**src/hdl/owm_pkg.sv**
```systemverilog
`timescale 1ns / 1ps
// Shared types and constants for the 1-Wire bus master.
// No dependencies; used by owm_core and the top level.
package owm_pkg;

    localparam int CFG_W = 10;

    // Command kinds carried with each tick
    localparam logic [1:0] KIND_TICK  = 2'd0;
    localparam logic [1:0] KIND_RESET = 2'd1;
    localparam logic [1:0] KIND_WRITE = 2'd2;
    localparam logic [1:0] KIND_READ  = 2'd3;

    // Configuration register indexes
    localparam logic [2:0] CFG_RESET_LOW    = 3'd0;
    localparam logic [2:0] CFG_RESET_REL    = 3'd1;
    localparam logic [2:0] CFG_PRES_WAIT    = 3'd2;
    localparam logic [2:0] CFG_PRES_LOW     = 3'd3;
    localparam logic [2:0] CFG_WR_ONE_LOW   = 3'd4;
    localparam logic [2:0] CFG_WR_ZERO_LOW  = 3'd5;
    localparam logic [2:0] CFG_RD_LOW       = 3'd6;
    localparam logic [2:0] CFG_RD_RECOVER   = 3'd7;

    // Register defaults after reset
    localparam logic [CFG_W-1:0] DEF_RESET_LOW   = 10'd750;
    localparam logic [CFG_W-1:0] DEF_RESET_REL   = 10'd15;
    localparam logic [CFG_W-1:0] DEF_PRES_WAIT   = 10'd100;
    localparam logic [CFG_W-1:0] DEF_PRES_LOW    = 10'd240;
    localparam logic [CFG_W-1:0] DEF_WR_ONE_LOW  = 10'd8;
    localparam logic [CFG_W-1:0] DEF_WR_ZERO_LOW = 10'd70;
    localparam logic [CFG_W-1:0] DEF_RD_LOW      = 10'd10;
    localparam logic [CFG_W-1:0] DEF_RD_RECOVER  = 10'd45;

    // Released time after the low part of a write slot
    localparam logic [7:0] WR_ONE_HIGH  = 8'd58;
    localparam logic [7:0] WR_ZERO_HIGH = 8'd2;

    typedef struct packed {
        logic [1:0] kind;
        logic [7:0] tx_byte;
        logic       line_level;
    } t_in_item;

    typedef struct packed {
        logic       drive_low;
        logic       busy_res;
        logic       done_res;
        logic [7:0] rx_byte;
        logic       no_device;
        logic       cmd_rejected;
    } t_out_item;

    typedef struct packed {
        logic [CFG_W-1:0] reset_low_ticks;
        logic [CFG_W-1:0] reset_release_ticks;
        logic [CFG_W-1:0] presence_wait_limit;
        logic [CFG_W-1:0] presence_low_limit;
        logic [CFG_W-1:0] write_one_low_ticks;
        logic [CFG_W-1:0] write_zero_low_ticks;
        logic [CFG_W-1:0] read_low_ticks;
        logic [CFG_W-1:0] read_recover_ticks;
    } t_cfg_regs;

    typedef enum logic [9:0] {
        PH_IDLE      = 10'b00_0000_0001,
        PH_RST_LOW   = 10'b00_0000_0010,
        PH_RST_REL   = 10'b00_0000_0100,
        PH_PRES_WAIT = 10'b00_0000_1000,
        PH_PRES_LOW  = 10'b00_0001_0000,
        PH_WR_LOW    = 10'b00_0010_0000,
        PH_WR_HIGH   = 10'b00_0100_0000,
        PH_RD_LOW    = 10'b00_1000_0000,
        PH_RD_SAMPLE = 10'b01_0000_0000,
        PH_RD_REC    = 10'b10_0000_0000
    } t_phase;

endpackage

```
**src/hdl/owm_core.sv**
```systemverilog
`timescale 1ns / 1ps
// Slot sequencer of the 1-Wire master: phase, tick timer, bit and byte state.
// Depends on owm_pkg. Advances one tick per accepted item.
module owm_core #(
    parameter int TIMER_BITS = 10
) (
    input  logic               i_clk,
    input  logic               i_rst_n,
    input  logic               i_adv,
    input  owm_pkg::t_in_item  i_item,
    input  owm_pkg::t_cfg_regs i_cfg,
    output owm_pkg::t_out_item o_res
);

    localparam int CW = (TIMER_BITS > owm_pkg::CFG_W) ? TIMER_BITS : owm_pkg::CFG_W;
    localparam logic [TIMER_BITS-1:0] TIMER_MAX = {TIMER_BITS{1'b1}};

    owm_pkg::t_phase        r_phase,  n_phase;
    logic [TIMER_BITS-1:0]  r_timer,  n_timer;
    logic [2:0]             r_bit,    n_bit;
    logic [7:0]             r_shift,  n_shift;
    logic [7:0]             r_rdres,  n_rdres;
    logic                   r_absent, n_absent;

    logic                   done;
    logic                   drive;
    logic                   rej;
    logic [TIMER_BITS-1:0]  tm_inc;
    logic [CW-1:0]          cnt_limit;

    function automatic logic [TIMER_BITS-1:0] sat_load(input logic [owm_pkg::CFG_W-1:0] v);
        logic [CW-1:0] ve;
        ve = CW'(v);
        if (ve > CW'(TIMER_MAX))
            sat_load = TIMER_MAX;
        else
            sat_load = TIMER_BITS'(ve);
    endfunction

    // zero low time behaves as one tick
    function automatic logic [TIMER_BITS-1:0] low_len(input logic [owm_pkg::CFG_W-1:0] v);
        low_len = sat_load((v == '0) ? owm_pkg::CFG_W'(1) : v);
    endfunction

    always_comb begin
        n_phase  = r_phase;
        n_timer  = r_timer;
        n_bit    = r_bit;
        n_shift  = r_shift;
        n_rdres  = r_rdres;
        n_absent = r_absent;
        done     = 1'b0;
        drive    = 1'b0;
        rej      = 1'b0;

        // command start acts on this same tick
        if (r_phase == owm_pkg::PH_IDLE) begin
            case (i_item.kind)
                owm_pkg::KIND_RESET: begin
                    n_phase = owm_pkg::PH_RST_LOW;
                    n_timer = low_len(i_cfg.reset_low_ticks);
                end
                owm_pkg::KIND_WRITE: begin
                    n_shift = i_item.tx_byte;
                    n_bit   = 3'd0;
                    n_phase = owm_pkg::PH_WR_LOW;
                    n_timer = low_len(i_item.tx_byte[0] ? i_cfg.write_one_low_ticks
                                                        : i_cfg.write_zero_low_ticks);
                end
                owm_pkg::KIND_READ: begin
                    n_shift = 8'd0;
                    n_bit   = 3'd0;
                    n_phase = owm_pkg::PH_RD_LOW;
                    n_timer = low_len(i_cfg.read_low_ticks);
                end
                default: ;
            endcase
        end else if (i_item.kind != owm_pkg::KIND_TICK) begin
            rej = 1'b1;
        end

        // presence counter: raised first, then compared
        tm_inc    = (n_timer < TIMER_MAX) ? n_timer + 1'b1 : n_timer;
        cnt_limit = (n_phase == owm_pkg::PH_PRES_WAIT) ? CW'(i_cfg.presence_wait_limit)
                                                       : CW'(i_cfg.presence_low_limit);

        case (n_phase)
            owm_pkg::PH_IDLE: ;
            owm_pkg::PH_RST_LOW: begin
                drive = 1'b1;
                if (n_timer < TIMER_BITS'(2)) begin
                    n_timer = sat_load(i_cfg.reset_release_ticks);
                    n_phase = (n_timer == '0) ? owm_pkg::PH_PRES_WAIT : owm_pkg::PH_RST_REL;
                end else begin
                    n_timer = n_timer - 1'b1;
                end
            end
            owm_pkg::PH_RST_REL: begin
                if (n_timer < TIMER_BITS'(2)) begin
                    n_phase = owm_pkg::PH_PRES_WAIT;
                    n_timer = '0;
                end else begin
                    n_timer = n_timer - 1'b1;
                end
            end
            owm_pkg::PH_PRES_WAIT: begin
                if (!i_item.line_level) begin
                    n_phase = owm_pkg::PH_PRES_LOW;
                    n_timer = '0;
                end else begin
                    n_timer = tm_inc;
                    if (CW'(tm_inc) >= cnt_limit || tm_inc == TIMER_MAX) begin
                        n_absent = 1'b1;
                        n_phase  = owm_pkg::PH_IDLE;
                        n_timer  = '0;
                        done     = 1'b1;
                    end
                end
            end
            owm_pkg::PH_PRES_LOW: begin
                if (i_item.line_level) begin
                    n_absent = 1'b0;
                    n_phase  = owm_pkg::PH_IDLE;
                    n_timer  = '0;
                    done     = 1'b1;
                end else begin
                    n_timer = tm_inc;
                    if (CW'(tm_inc) >= cnt_limit || tm_inc == TIMER_MAX) begin
                        n_absent = 1'b1;
                        n_phase  = owm_pkg::PH_IDLE;
                        n_timer  = '0;
                        done     = 1'b1;
                    end
                end
            end
            owm_pkg::PH_WR_LOW: begin
                drive = 1'b1;
                if (n_timer < TIMER_BITS'(2)) begin
                    n_phase = owm_pkg::PH_WR_HIGH;
                    n_timer = TIMER_BITS'(n_shift[0] ? owm_pkg::WR_ONE_HIGH
                                                     : owm_pkg::WR_ZERO_HIGH);
                end else begin
                    n_timer = n_timer - 1'b1;
                end
            end
            owm_pkg::PH_WR_HIGH: begin
                if (n_timer < TIMER_BITS'(2)) begin
                    n_shift = {1'b0, n_shift[7:1]};
                    if (n_bit == 3'd7) begin
                        n_bit   = 3'd0;
                        n_phase = owm_pkg::PH_IDLE;
                        n_timer = '0;
                        done    = 1'b1;
                    end else begin
                        n_bit   = n_bit + 3'd1;
                        n_phase = owm_pkg::PH_WR_LOW;
                        n_timer = low_len(n_shift[0] ? i_cfg.write_one_low_ticks
                                                     : i_cfg.write_zero_low_ticks);
                    end
                end else begin
                    n_timer = n_timer - 1'b1;
                end
            end
            owm_pkg::PH_RD_LOW: begin
                drive = 1'b1;
                if (n_timer < TIMER_BITS'(2)) begin
                    n_phase = owm_pkg::PH_RD_SAMPLE;
                    n_timer = '0;
                end else begin
                    n_timer = n_timer - 1'b1;
                end
            end
            owm_pkg::PH_RD_SAMPLE, owm_pkg::PH_RD_REC: begin
                logic end_bit;
                end_bit = 1'b0;
                if (n_phase == owm_pkg::PH_RD_SAMPLE) begin
                    n_shift = {i_item.line_level, n_shift[7:1]};
                    n_timer = sat_load(i_cfg.read_recover_ticks);
                    if (n_timer == '0)
                        end_bit = 1'b1;
                    else
                        n_phase = owm_pkg::PH_RD_REC;
                end else if (n_timer < TIMER_BITS'(2)) begin
                    end_bit = 1'b1;
                end else begin
                    n_timer = n_timer - 1'b1;
                end
                if (end_bit) begin
                    if (n_bit == 3'd7) begin
                        n_rdres = n_shift;
                        n_bit   = 3'd0;
                        n_phase = owm_pkg::PH_IDLE;
                        n_timer = '0;
                        done    = 1'b1;
                    end else begin
                        n_bit   = n_bit + 3'd1;
                        n_phase = owm_pkg::PH_RD_LOW;
                        n_timer = low_len(i_cfg.read_low_ticks);
                    end
                end
            end
            default: n_phase = owm_pkg::PH_IDLE;
        endcase

        o_res.drive_low    = drive;
        o_res.busy_res     = (n_phase != owm_pkg::PH_IDLE);
        o_res.done_res     = done;
        o_res.rx_byte      = n_rdres;
        o_res.no_device    = n_absent;
        o_res.cmd_rejected = rej;
    end

    always_ff @(posedge i_clk) begin
        if (!i_rst_n) begin
            r_phase  <= owm_pkg::PH_IDLE;
            r_timer  <= '0;
            r_bit    <= 3'd0;
            r_shift  <= 8'd0;
            r_rdres  <= 8'd0;
            r_absent <= 1'b0;
        end else if (i_adv) begin
            r_phase  <= n_phase;
            r_timer  <= n_timer;
            r_bit    <= n_bit;
            r_shift  <= n_shift;
            r_rdres  <= n_rdres;
            r_absent <= n_absent;
        end
    end

endmodule

```
**src/hdl/one_wire_master_slot_timing_top.sv**
```systemverilog
`timescale 1ns / 1ps
// Top level of the 1-Wire bus master: handshakes, register bank, result register.
// Depends on owm_pkg and owm_core.
//
//  channel | direction | handshake            | payload
//  --------+-----------+----------------------+-------------------------------
//  in      | in        | i_in_valid/o_in_stall| i_in_item   (kind, tx_byte, line)
//  out     | out       | o_out_valid/i_out_stall | o_out_item (one per tick item)
//  cfg     | in        | i_cfg_valid/o_cfg_ready | i_cfg_index, i_cfg_data
//
// One item per cycle while the input is not stalled: each accepted tick item updates
// the sequencer and loads the result register in the same cycle.
// The result register is the only buffer; the input stalls only while a result
// is held and the output is stalled. Synchronous active-low reset returns the
// master to idle with default timings. Config writes are always ready.
module one_wire_master_slot_timing_top #(
    parameter int TIMER_BITS = 10
) (
    input  logic                          i_clk,
    input  logic                          i_rst_n,
    input  logic                          i_in_valid,
    output logic                          o_in_stall,
    input  owm_pkg::t_in_item             i_in_item,
    output logic                          o_out_valid,
    input  logic                          i_out_stall,
    output owm_pkg::t_out_item            o_out_item,
    input  logic                          i_cfg_valid,
    output logic                          o_cfg_ready,
    input  logic [2:0]                    i_cfg_index,
    input  logic [owm_pkg::CFG_W-1:0]     i_cfg_data
);

    owm_pkg::t_cfg_regs r_cfg;
    owm_pkg::t_out_item r_out_item;
    owm_pkg::t_out_item core_res;
    logic               r_out_valid;
    logic               adv;

    assign o_in_stall  = r_out_valid & i_out_stall;
    assign adv         = i_in_valid & ~o_in_stall;
    assign o_cfg_ready = 1'b1;
    assign o_out_valid = r_out_valid;
    assign o_out_item  = r_out_item;

    owm_core #(
        .TIMER_BITS (TIMER_BITS)
    ) u_core (
        .i_clk   (i_clk),
        .i_rst_n (i_rst_n),
        .i_adv   (adv),
        .i_item  (i_in_item),
        .i_cfg   (r_cfg),
        .o_res   (core_res)
    );

    always_ff @(posedge i_clk) begin
        if (!i_rst_n) begin
            r_cfg.reset_low_ticks      <= owm_pkg::DEF_RESET_LOW;
            r_cfg.reset_release_ticks  <= owm_pkg::DEF_RESET_REL;
            r_cfg.presence_wait_limit  <= owm_pkg::DEF_PRES_WAIT;
            r_cfg.presence_low_limit   <= owm_pkg::DEF_PRES_LOW;
            r_cfg.write_one_low_ticks  <= owm_pkg::DEF_WR_ONE_LOW;
            r_cfg.write_zero_low_ticks <= owm_pkg::DEF_WR_ZERO_LOW;
            r_cfg.read_low_ticks       <= owm_pkg::DEF_RD_LOW;
            r_cfg.read_recover_ticks   <= owm_pkg::DEF_RD_RECOVER;
        end else if (i_cfg_valid && o_cfg_ready) begin
            case (i_cfg_index)
                owm_pkg::CFG_RESET_LOW:   r_cfg.reset_low_ticks      <= i_cfg_data;
                owm_pkg::CFG_RESET_REL:   r_cfg.reset_release_ticks  <= i_cfg_data;
                owm_pkg::CFG_PRES_WAIT:   r_cfg.presence_wait_limit  <= i_cfg_data;
                owm_pkg::CFG_PRES_LOW:    r_cfg.presence_low_limit   <= i_cfg_data;
                owm_pkg::CFG_WR_ONE_LOW:  r_cfg.write_one_low_ticks  <= i_cfg_data;
                owm_pkg::CFG_WR_ZERO_LOW: r_cfg.write_zero_low_ticks <= i_cfg_data;
                owm_pkg::CFG_RD_LOW:      r_cfg.read_low_ticks       <= i_cfg_data;
                owm_pkg::CFG_RD_RECOVER:  r_cfg.read_recover_ticks   <= i_cfg_data;
                default: ;
            endcase
        end
    end

    always_ff @(posedge i_clk) begin
        if (!i_rst_n) begin
            r_out_valid <= 1'b0;
        end else if (adv) begin
            r_out_valid <= 1'b1;
        end else if (!i_out_stall) begin
            r_out_valid <= 1'b0;
        end
    end

    always_ff @(posedge i_clk) begin
        if (adv) begin
            r_out_item <= core_res;
        end
    end

endmodule

```
**config.mk**
```make
export PLATFORM = sky130hd
export DESIGN_NAME = one_wire_master_slot_timing_top
export DESIGN_NICKNAME = d
export VERILOG_FILES = /design/src/hdl/owm_pkg.sv /design/src/hdl/owm_core.sv /design/src/hdl/one_wire_master_slot_timing_top.sv
export SDC_FILE = /design/constraint.sdc
export NUM_CORES = 1
export LEC_CHECK = 0
export BUFFER_PORTS_ARGS = -buffer_cell sky130_fd_sc_hd__buf_4
export CORE_MARGIN = 2
export CORE_UTILIZATION = 45
export CTS_BUF_LIST = sky130_fd_sc_hd__clkbuf_8
export CTS_CLUSTER_DIAMETER = 60
export DETAILED_ROUTE_END_ITERATION = 12
export PLACE_DENSITY = 0.59
export SLEW_MARGIN = 5
export SYNTH_ARGS = -nofsm -noshare
export SYNTH_HDL_FRONTEND = slang
export SYNTH_SLANG_ARGS = --single-unit
export TNS_END_PERCENT = 50
```
**constraint.sdc**
```tcl
create_clock -name i_clk -period 6.6 [get_ports i_clk]
set_input_delay 0.33 -clock i_clk [delete_from_list [all_inputs] [get_ports i_clk]]
set_output_delay 0.33 -clock i_clk [all_outputs]
set_load 0.02 [all_outputs]
```
==> results of run 1 <==
-- state kept, by name, indices dropped and copies added, names as in the netlist --
register         flops
u_core.r_bit         3
u_core.r_timer      10
u_core.r_rdres       8
u_core.r_phase      10
u_core.r_shift       8
u_core.r_absent      1
o_out_valid          1
r_cfg               80
o_out_item          13
-- per-layer routing --
metal / global-route usage / wire [um] / up-vias
met5: 0 / 0 / -
met4: 0.110 / 941 / 0
met1: 0.376 / 12200 / 3864
met3: 0.0546 / 1700 / 73
met2: 0.457 / 12700 / 301
li1: - / - / 3813
-- logic make-up after synthesis --
kind of cell	share of synthesized area
buffers and inverters	0.0438
AND/OR/NAND/NOR	0.272
XOR/XNOR	0.0149
other	0.000456
multiplexers	0.0729
flip-flops	0.342
adder cells (fa/ha/maj)	0.0228
AO/OA/AOI/OAI	0.231
-- area by class of cell --
class	count	area [sq um]	share of cell area
tap	229	287	0.0314
clock buffer	18	248	0.0272
timing repair buffer	61	458	0.0502
multi-input combinational	830	5050	0.554
inverter	16	60.1	0.00659
clock inverter	13	198	0.0217
sequential	134	2810	0.309
-- final timing paths --
kind	start	endpoint	slack (ps)	cells past startpoint
worst max-delay path	u_core.r_phase[0]	u_core.r_timer[8]	970	21
worst min-delay path	i_in_valid	o_out_valid	80	2
worst max register to register	u_core.r_phase[0]	u_core.r_timer[8]	970	21
worst min register to register	r_cfg[41]	r_cfg[41]	460	2
-- critical path, cell delays in order (launching register included) --
cell,delay [ps]
dfxtp_1,540
or4b_2,690
nor4_4,230
buf_4,260
nor2_1,70
nor2_1,370
ha_1,290
nand3_1,130
nor2_1,190
nand2_1,220
xnor2_1,280
ha_1,260
nand2b_1,140
a21o_1,170
a21o_1,160
a21oi_1,140
o21ai_0,90
a221o_1,390
nor2b_1,210
o31a_1,400
a221oi_1,150
a21oi_1,160
-- power by group through the flow --
stage / combinational (uW) / clock (uW) / sequential, uW
global placement: 591 / 0 / 913
detailed placement: 587 / 0 / 914
global route: 649 / 831 / 900
floorplan: 404 / 0 / 907
CTS: 589 / 797 / 895
finish: 600 / 783 / 896
-- through the flow --
step / area, sq um / total power [uW] / setup slack [ps] / util
detailed placement: 8670 / 1500 / 1030 / 0.483
finish: 9120 / 2280 / 974 / 0.507
floorplan: 8220 / 1310 / 1800 / -
CTS: 9120 / 2280 / 1000 / 0.507
global placement: 8670 / 1500 / 1160 / 0.483
global route: 9120 / 2380 / 552 / 0.507
-- cells in the final DEF, fill, tap and decap left out, drive strengths merged, types with 4 or more instances in the layout --
master	instances
xnor2	8
clkbuf	18
inv	18
buf	61
xor2	6
or3	9
nand2b	12
o21a	5
o22ai	18
bufinv	4
a211oi	6
a31oi	12
dfxtp	121
a22oi	14
edfxtp	13
o31ai	5
o21ai	40
nor2b	12
and2	8
ha	15
a21boi	63
mux2	10
nor2	66
mux2i	47
o211ai	12
a22o	10
clkinv	7
nand3	59
nor4	16
and3	6
nand3b	4
or4	5
o221ai	6
nor4b	6
nand2	234
nand4	10
a21oi	31
nor3	17
a21o	7
o21ba	8
==> out/metrics.cfg, run 1 <==
[sta]
fmax_mhz = 178
fin_crit_ps = 5630
hold_ws_ps = 80.9
period_share = 0.852
finalHoldViolations = 0
max-slew-margin-rel = 0.291
setup_viol = 0
rsz0062_at_grt = false
tightestPinTransition_ps = 1060
fin_skew_ps = 10.1
fin_tns_setup_ps = 0
maxSlewViolCount = 0

[worst_setup_path]
critPathArrivalTime_ps = 6020
worstSetupStartpointType = flip-flop
crit_path_max_fanout = 11
cp-end-kind = flip-flop
cp_data_required_time_ps = 7000
worstSetupPathType = flip-flop to flip-flop

[clocking]
path_clk_slew_ps = 80
clock_latency_ps = 470
cts_buffer_depth = 2
ctsHtreeMaxLevel = 4
cts_tree = yes
cts_made_buffers = 17
cts_resized = 0
clockRootBuffer = clkbuf_8
cts_setup_buffers = 0
cts.sinks = 134
ctsHoldBuffers = 0

[detailed_routing]
vias_per_cell = 6.19
wl_per_cell_um = 21.2
num_vias = 8051
drtIter0Drc = 971
drc = 0
ant_nets = 0
firstDrtPassIters = 5
wirelength_um = 27500

[placement]
port_buffers = 43
gp_congestion = 1.06
hpwl_um = 20100
dp_cells = 1270

[synth]
synth_largest_area_cell = dfxtp_1
ys_seq_area_frac = 0.342
synth.top_cell.area_share = 0.295
netlist_instances = 1050
netlist_area_sq_um = 8220
avgSynthCellArea_sq_um = 7.83
synth.area.top_cells = dfxtp_1, nand2_1, a21boi_0, mux2i_1, edfxtp_1
synth_ff_type = dfxtp_1
synth_fp_nets = 1094
synth_edf_count = 13
synthDistinctLibCells = 81
ys_seq_elements = 134
ys_warn_count = 0
ys_top_cells_by_count = nand2_1, dfxtp_1, nor2_1, a21boi_0, nand3_1
async_reset_ff_frac = 0
synth.most_common_cell = nand2_1

[grt]
first_global_vias = 7413
antenna_found_initial = 0
grt_usage = 0.283
grt_pass1_wl_um = 43000
overflow = 0
grt_max_degree = 99

[floorplanning]
die_area_sq_um = 19400
start_util = 0.458
core_region_area_sq_um = 18000
io_pins = 45
row_count = 49
die_h_um = 139
die_w_um = 139

[power]
p_leak_uw = 0.00358
ir_drop_v = 0.000171
clockPowerShare = 0.343
power_density_nw_per_um2 = 250
switchingPower_uw = 773
power.share.combinational = 0.263
switching_share = 0.339
p_int_uw = 1510
pwr-share-seq = 0.393

[run_status]
status = completed

[layout]
n_antenna_cell = 0
drive_above_1_share = 0.118
num-fill-cells = 1812
areaGrowthSynthToFinish_pct = 10.9
fin_nets = 1104
layoutNonFillerInstCount = 1301

[job]
cap_violations = 0

[worst_hold_path]
hp-class = primary input to flip-flop

Power figures use the tool's default switching activity.
==> run 2: changes to the inputs <==
--- a/config.mk
+++ b/config.mk
@@ -6,14 +6,17 @@
 export NUM_CORES = 1
 export LEC_CHECK = 0
 export BUFFER_PORTS_ARGS = -buffer_cell sky130_fd_sc_hd__buf_4
+export CELL_PAD_IN_SITES_DETAIL_PLACEMENT = 1
+export CELL_PAD_IN_SITES_GLOBAL_PLACEMENT = 2
 export CORE_MARGIN = 2
-export CORE_UTILIZATION = 45
+export CORE_UTILIZATION = 38
 export CTS_BUF_LIST = sky130_fd_sc_hd__clkbuf_8
 export CTS_CLUSTER_DIAMETER = 60
 export DETAILED_ROUTE_END_ITERATION = 12
-export PLACE_DENSITY = 0.59
+export GPL_ROUTABILITY_DRIVEN = 0
+export PLACE_DENSITY = 0.79
 export SLEW_MARGIN = 5
 export SYNTH_ARGS = -nofsm -noshare
 export SYNTH_HDL_FRONTEND = slang
 export SYNTH_SLANG_ARGS = --single-unit
-export TNS_END_PERCENT = 50
+export TNS_END_PERCENT = 10
==> run 2 against run 1 <==
Compared with the run above:
- wire length increased by 11%
- cell count rose by 3.4%
- via count grew 0.43%
- critical path type unchanged
- largest power group unchanged
- highest routed layer unchanged
==> out/metrics.cfg, run 2 (synthesized netlist as in run 1, its figures left out) <==
[layout]
layoutNonFillerInstCount = 1345
seqCellArea_sq_um = 2810
layout_commonest_cell = nand2_1
largest_reg_flops = 80
num-fill-cells = 2571
areaGrowthSynthToFinish_pct = 11.2
drive_above_1_share = 0.116
multi_input_area_sq_um = 5050
fin_nets = 1102
largest-register = r_cfg
layout_common_cells = nand2_1, dfxtp_1, nor2_1, a21boi_0, buf_4
n_antenna_cell = 0

[placement]
post-place-ws_ps = 1020
port_buffers = 43
hpwl_um = 22500
dp_cells = 1314

[detailed_routing]
ant_nets = 0
drc = 0
vias_per_cell = 6.01
wl_per_cell_um = 22.7
firstDrtPassIters = 5
num_vias = 8086
drtIter0Drc = 630
wirelength_um = 30500

[floorplanning]
die_area_sq_um = 22800
row_count = 53
core_region_area_sq_um = 21200
io_pins = 45
start_util = 0.389
die_h_um = 151
die_w_um = 151

[worst_setup_path]
worstSetupPathType = flip-flop to flip-flop
worstSetupStartpointType = flip-flop
crit_path_max_fanout = 13
critPathArrivalTime_ps = 6050
cp-end-kind = flip-flop
cp_data_required_time_ps = 7000

[grt]
first_global_vias = 7825
overflow = 0
grt_usage = 0.277
grt_pass1_wl_um = 46900
antenna_found_initial = 0
grt_max_degree = 100

[sta]
maxSlewViolCount = 0
layout_setup_ws_ps = 946
fin_tns_setup_ps = 0
setup_viol = 0
rsz0062_at_grt = false
finalHoldViolations = 0
fmax_mhz = 177
period_share = 0.857
max-slew-margin-rel = 0.169
tightestPinTransition_ps = 1230
fin_skew_ps = 18.1
fin_crit_ps = 5650

[clocking]
clock_latency_ps = 470
cts_setup_buffers = 0
ctsHtreeMaxLevel = 4
cts.sinks = 134
ctsHoldBuffers = 0
path_clk_slew_ps = 100
cts_resized = 0
cts_buffer_depth = 2
cts_tree = yes
cts_made_buffers = 17
clockRootBuffer = clkbuf_8

[power]
ir_drop_v = 0.000144
power_density_nw_per_um2 = 250
p_leak_uw = 0.00357

[run_status]
status = completed

[job]
cap_violations = 0

[worst_hold_path]
hp-class = primary input to flip-flop

run 2: changes by cell type in the layout (fill, tap and decap cells not counted), sizes merged:
| cell | delta |
|---|---|
| clkbuf | -1 |
| clkinv | -6 |
| buf | -2 |
| clkinvlp | +1 |
| inv | +6 |
run 2: power by group:
group | internal [uW] | switching (uW) | total (uW)
Sequential | 860 | 39.5 | 899
Clock | 415 | 375 | 791
Combinational | 215 | 382 | 597
run 2: layout make-up:
cell class / instances / area share
Clock buffer: 17 / 0.0256
Clock inverter: 14 / 0.0215
Inverter: 16 / 0.00657
Multi-Input combinational cell: 830 / 0.553
Sequential cell: 134 / 0.308
Tap cell: 275 / 0.0376
Timing Repair Buffer: 59 / 0.0484
run 2: path summary, 6_finish.rpt:
check                           depth (start not counted)  slack (ps)                 to         startpoint
worst min-delay path                                    2          90        o_out_valid         i_in_valid
worst max register to register                         21         950  u_core.r_timer[8]  u_core.r_phase[0]
worst max-delay path                                   21         950  u_core.r_timer[8]  u_core.r_phase[0]
worst min register to register                          2         470          r_cfg[40]          r_cfg[40]
run 2: worst max-delay path, cell delays in order, from the launching register on:
cell and delay, ps:
dfxtp_1 570, or4b_2 690, nor4_4 170, buf_4 250, nor2_1 80, nor2_1 380, ha_1 300, nand3_1 140
nor2_1 200, nand2_1 230, xnor2_1 320, ha_1 280, nand2b_1 140, a21o_1 180, a21o_1 170, a21oi_1 120
o21ai_0 80, a221o_1 380, nor2b_1 200, o31a_1 390, a221oi_1 150, a21oi_1 160
run 2: through the flow:
step            util  hold WS [ps]  cell area, sq um  total power [uW]
6_report       0.432          87.5              9140              2290
5_1_grt        0.432          77.3              9140              2400
4_1_cts        0.432          54.3              9140              2300
3_5_place_dp   0.412           457              8710              1510
3_3_place_gp   0.412           448              8710              1500
2_1_floorplan      -           440              8220              1310
run 2: routing by layer:
metal | share of wire | GRT usage
met1 | 0.45 | 0.368
met2 | 0.46 | 0.448
met3 | 0.059 | 0.0587
met4 | 0.025 | 0.0902
met5 | 0 | 0
==> run 3: changes to the inputs <==
--- a/config.mk
+++ b/config.mk
@@ -15,6 +15,7 @@
 export DETAILED_ROUTE_END_ITERATION = 12
 export GPL_ROUTABILITY_DRIVEN = 0
 export PLACE_DENSITY = 0.79
+export RECOVER_POWER = 50
 export SLEW_MARGIN = 5
 export SYNTH_ARGS = -nofsm -noshare
 export SYNTH_HDL_FRONTEND = slang
==> run 3 against run 2 <==
Compared with the run above:
- the flow now finishes with violations (capacitance limit, slew limit)
- flip-flop and latch count did not move
- clock power hardly changed
- clock skew up 0.74 ps
==> out/metrics.cfg, run 3 (synthesized netlist as in run 1, its figures left out) <==
[run_status]
status = complete, but fails checks
violations = capacitance limit, slew limit

[floorplanning]
start_util = 0.389
io_pins = 45
die_w_um = 151
die_h_um = 151
row_count = 53
die_area_sq_um = 22800
core_region_area_sq_um = 21200

[power]
switching_share = 0.350
power_density_nw_per_um2 = 252
p_int_uw = 1490
pwr-share-seq = 0.393
switchingPower_uw = 799
p_leak_uw = 0.00351
power.share.combinational = 0.260
clockPowerShare = 0.347
ir_drop_v = 0.000143

[sta]
maxSlewViolCount = 135
period_share = 0.865
fin_crit_ps = 5710
tightestPinTransition_ps = 4260
setup_viol = 0
layout_setup_ws_ps = 888
fin_skew_ps = 18.8
fin_tns_setup_ps = 0
max-slew-margin-rel = -1.84
rsz0062_at_grt = false
finalHoldViolations = 0
fmax_mhz = 175

[worst_hold_path]
hp-class = primary input to flip-flop
hold_end = o_out_valid
hold_depth = 2
holdCritStartpoint = i_in_valid

[detailed_routing]
ant_nets = 0
vias_per_cell = 5.99
wirelength_um = 30600
firstDrtPassIters = 5
drtIter0Drc = 627
drc = 0
wl_per_cell_um = 22.7
num_vias = 8055

[worst_setup_path]
worstSetupStartpointType = flip-flop
critPathMaxStageDelay_ps = 690
cp_cell_sequence = or4b_2 > nor4_4 > buf_4 > nor2_1 > nor2_1 > ha_1 > nand3_1 > nor2_1 > nand2_1 > xnor2_1 > ha_1 > nand2b_1 > a21o_1 > a21o_1 > a21oi_1 > o21ai_0 > a221o_1 > a21oi_1 > o22ai_1 > nor4b_1 > o21ai_2
crit-reg2reg-launch = u_core.r_phase[0]
cp_data_required_time_ps = 6820
r2r_cells = 21
crit_start = u_core.r_phase[0]
worstSetupPathType = flip-flop to flip-flop
rr_endpoint = u_core.r_phase[0]
cp-end-kind = flip-flop
crit_path_frequent_cell = nor2_1
crit_path_max_fanout = 13
cpMaxStageDelayCell = or4b_2
critPathArrivalTime_ps = 5930
r2r_slack_ps = 890

[layout]
layout_common_cells = nand2_1, dfxtp_1, nor2_1, a21boi_0, nand3_1
layout_commonest_cell = nand2_1
seqCellArea_sq_um = 2810
largest-register = r_cfg
n_antenna_cell = 0
multi_input_area_sq_um = 5050
num-fill-cells = 2583
largest_reg_flops = 80
fin_nets = 1102
drive_above_1_share = 0.100
areaGrowthSynthToFinish_pct = 10.5
fin_area_sq_um = 9080

[clocking]
path_clk_slew_ps = 100
cts_made_buffers = 17
cts_resized = 0
cts_buffer_depth = 2
cts_tree = yes
cts_setup_buffers = 0
clock_latency_ps = 470
ctsHoldBuffers = 0
clockRootBuffer = clkbuf_8
ctsHtreeMaxLevel = 4
cts.sinks = 134

[grt]
antenna_found_initial = 0
grt_usage = 0.277
overflow = 0
first_global_vias = 7825
grt_max_degree = 100
grt_pass1_wl_um = 46900

[placement]
port_buffers = 43
placed_area_sq_um = 8710
post-place-ws_ps = 1020
hpwl_um = 22500

[job]
cap_violations = 2

run 3: worst max-delay path by stage:
| stage | cells after the start | endpoint | slack (ps) |
|---|---|---|---|
| 2_1_floorplan | 23 | u_core.r_phase[0] | 1800 |
| 3_3_place_gp | 21 | u_core.r_timer[8] | 1160 |
| 3_5_place_dp | 21 | u_core.r_timer[8] | 1020 |
| 4_1_cts | 21 | u_core.r_timer[8] | 1020 |
| 5_1_grt | 21 | u_core.r_phase[0] | 440 |
| 6_report | 21 | u_core.r_phase[0] | 890 |
run 3: critical path, delay by kind of cell (launching register included):
kind                     cells  cell delay, ps
AO/OA/AOI/OAI                8            1280
XOR/XNOR                     1             330
adder cells (fa/ha/maj)      2             580
buffers and inverters        1             260
flip-flops                   1             570
AND/OR/NAND/NOR              9            2430
run 3: power groups by stage:
| stage | sequential [uW] | combinational (uW) | clock (uW) |
|---|---|---|---|
| 5_1_grt | 904 | 648 | 842 |
| 4_1_cts | 898 | 591 | 812 |
| 3_3_place_gp | 916 | 587 | 0 |
| 3_5_place_dp | 917 | 588 | 0 |
| 6_report | 900 | 594 | 793 |
| 2_1_floorplan | 907 | 404 | 0 |
run 3: layout make-up:
class                   count  area share
well taps                 275      0.0379
clock buffers              17      0.0258
clock inverters            14      0.0216
flip-flops and latches    134       0.310
multi-input cells         830       0.556
inverters                  16     0.00661
repair buffers             59      0.0421
run 3: metal layers:
metal  up-vias  share of wire  global-route usage
met3        47          0.061              0.0587
met4         0          0.025              0.0902
li1       3797              -                   -
met5         -              0                   0
met1      3957           0.45               0.368
met2       254           0.46               0.448
run 3: per-stage QoR:
step | util | hold slack [ps] | power [uW] | instances
after global routing | 0.429 | 77.3 | 2390 | 1345
after global placement | 0.412 | 448 | 1500 | 1314
after detailed placement | 0.412 | 457 | 1510 | 1314
final | 0.429 | 88.8 | 2290 | 1345
after floorplan | - | 440 | 1310 | 1050
after CTS | 0.432 | 54.3 | 2300 | 1345
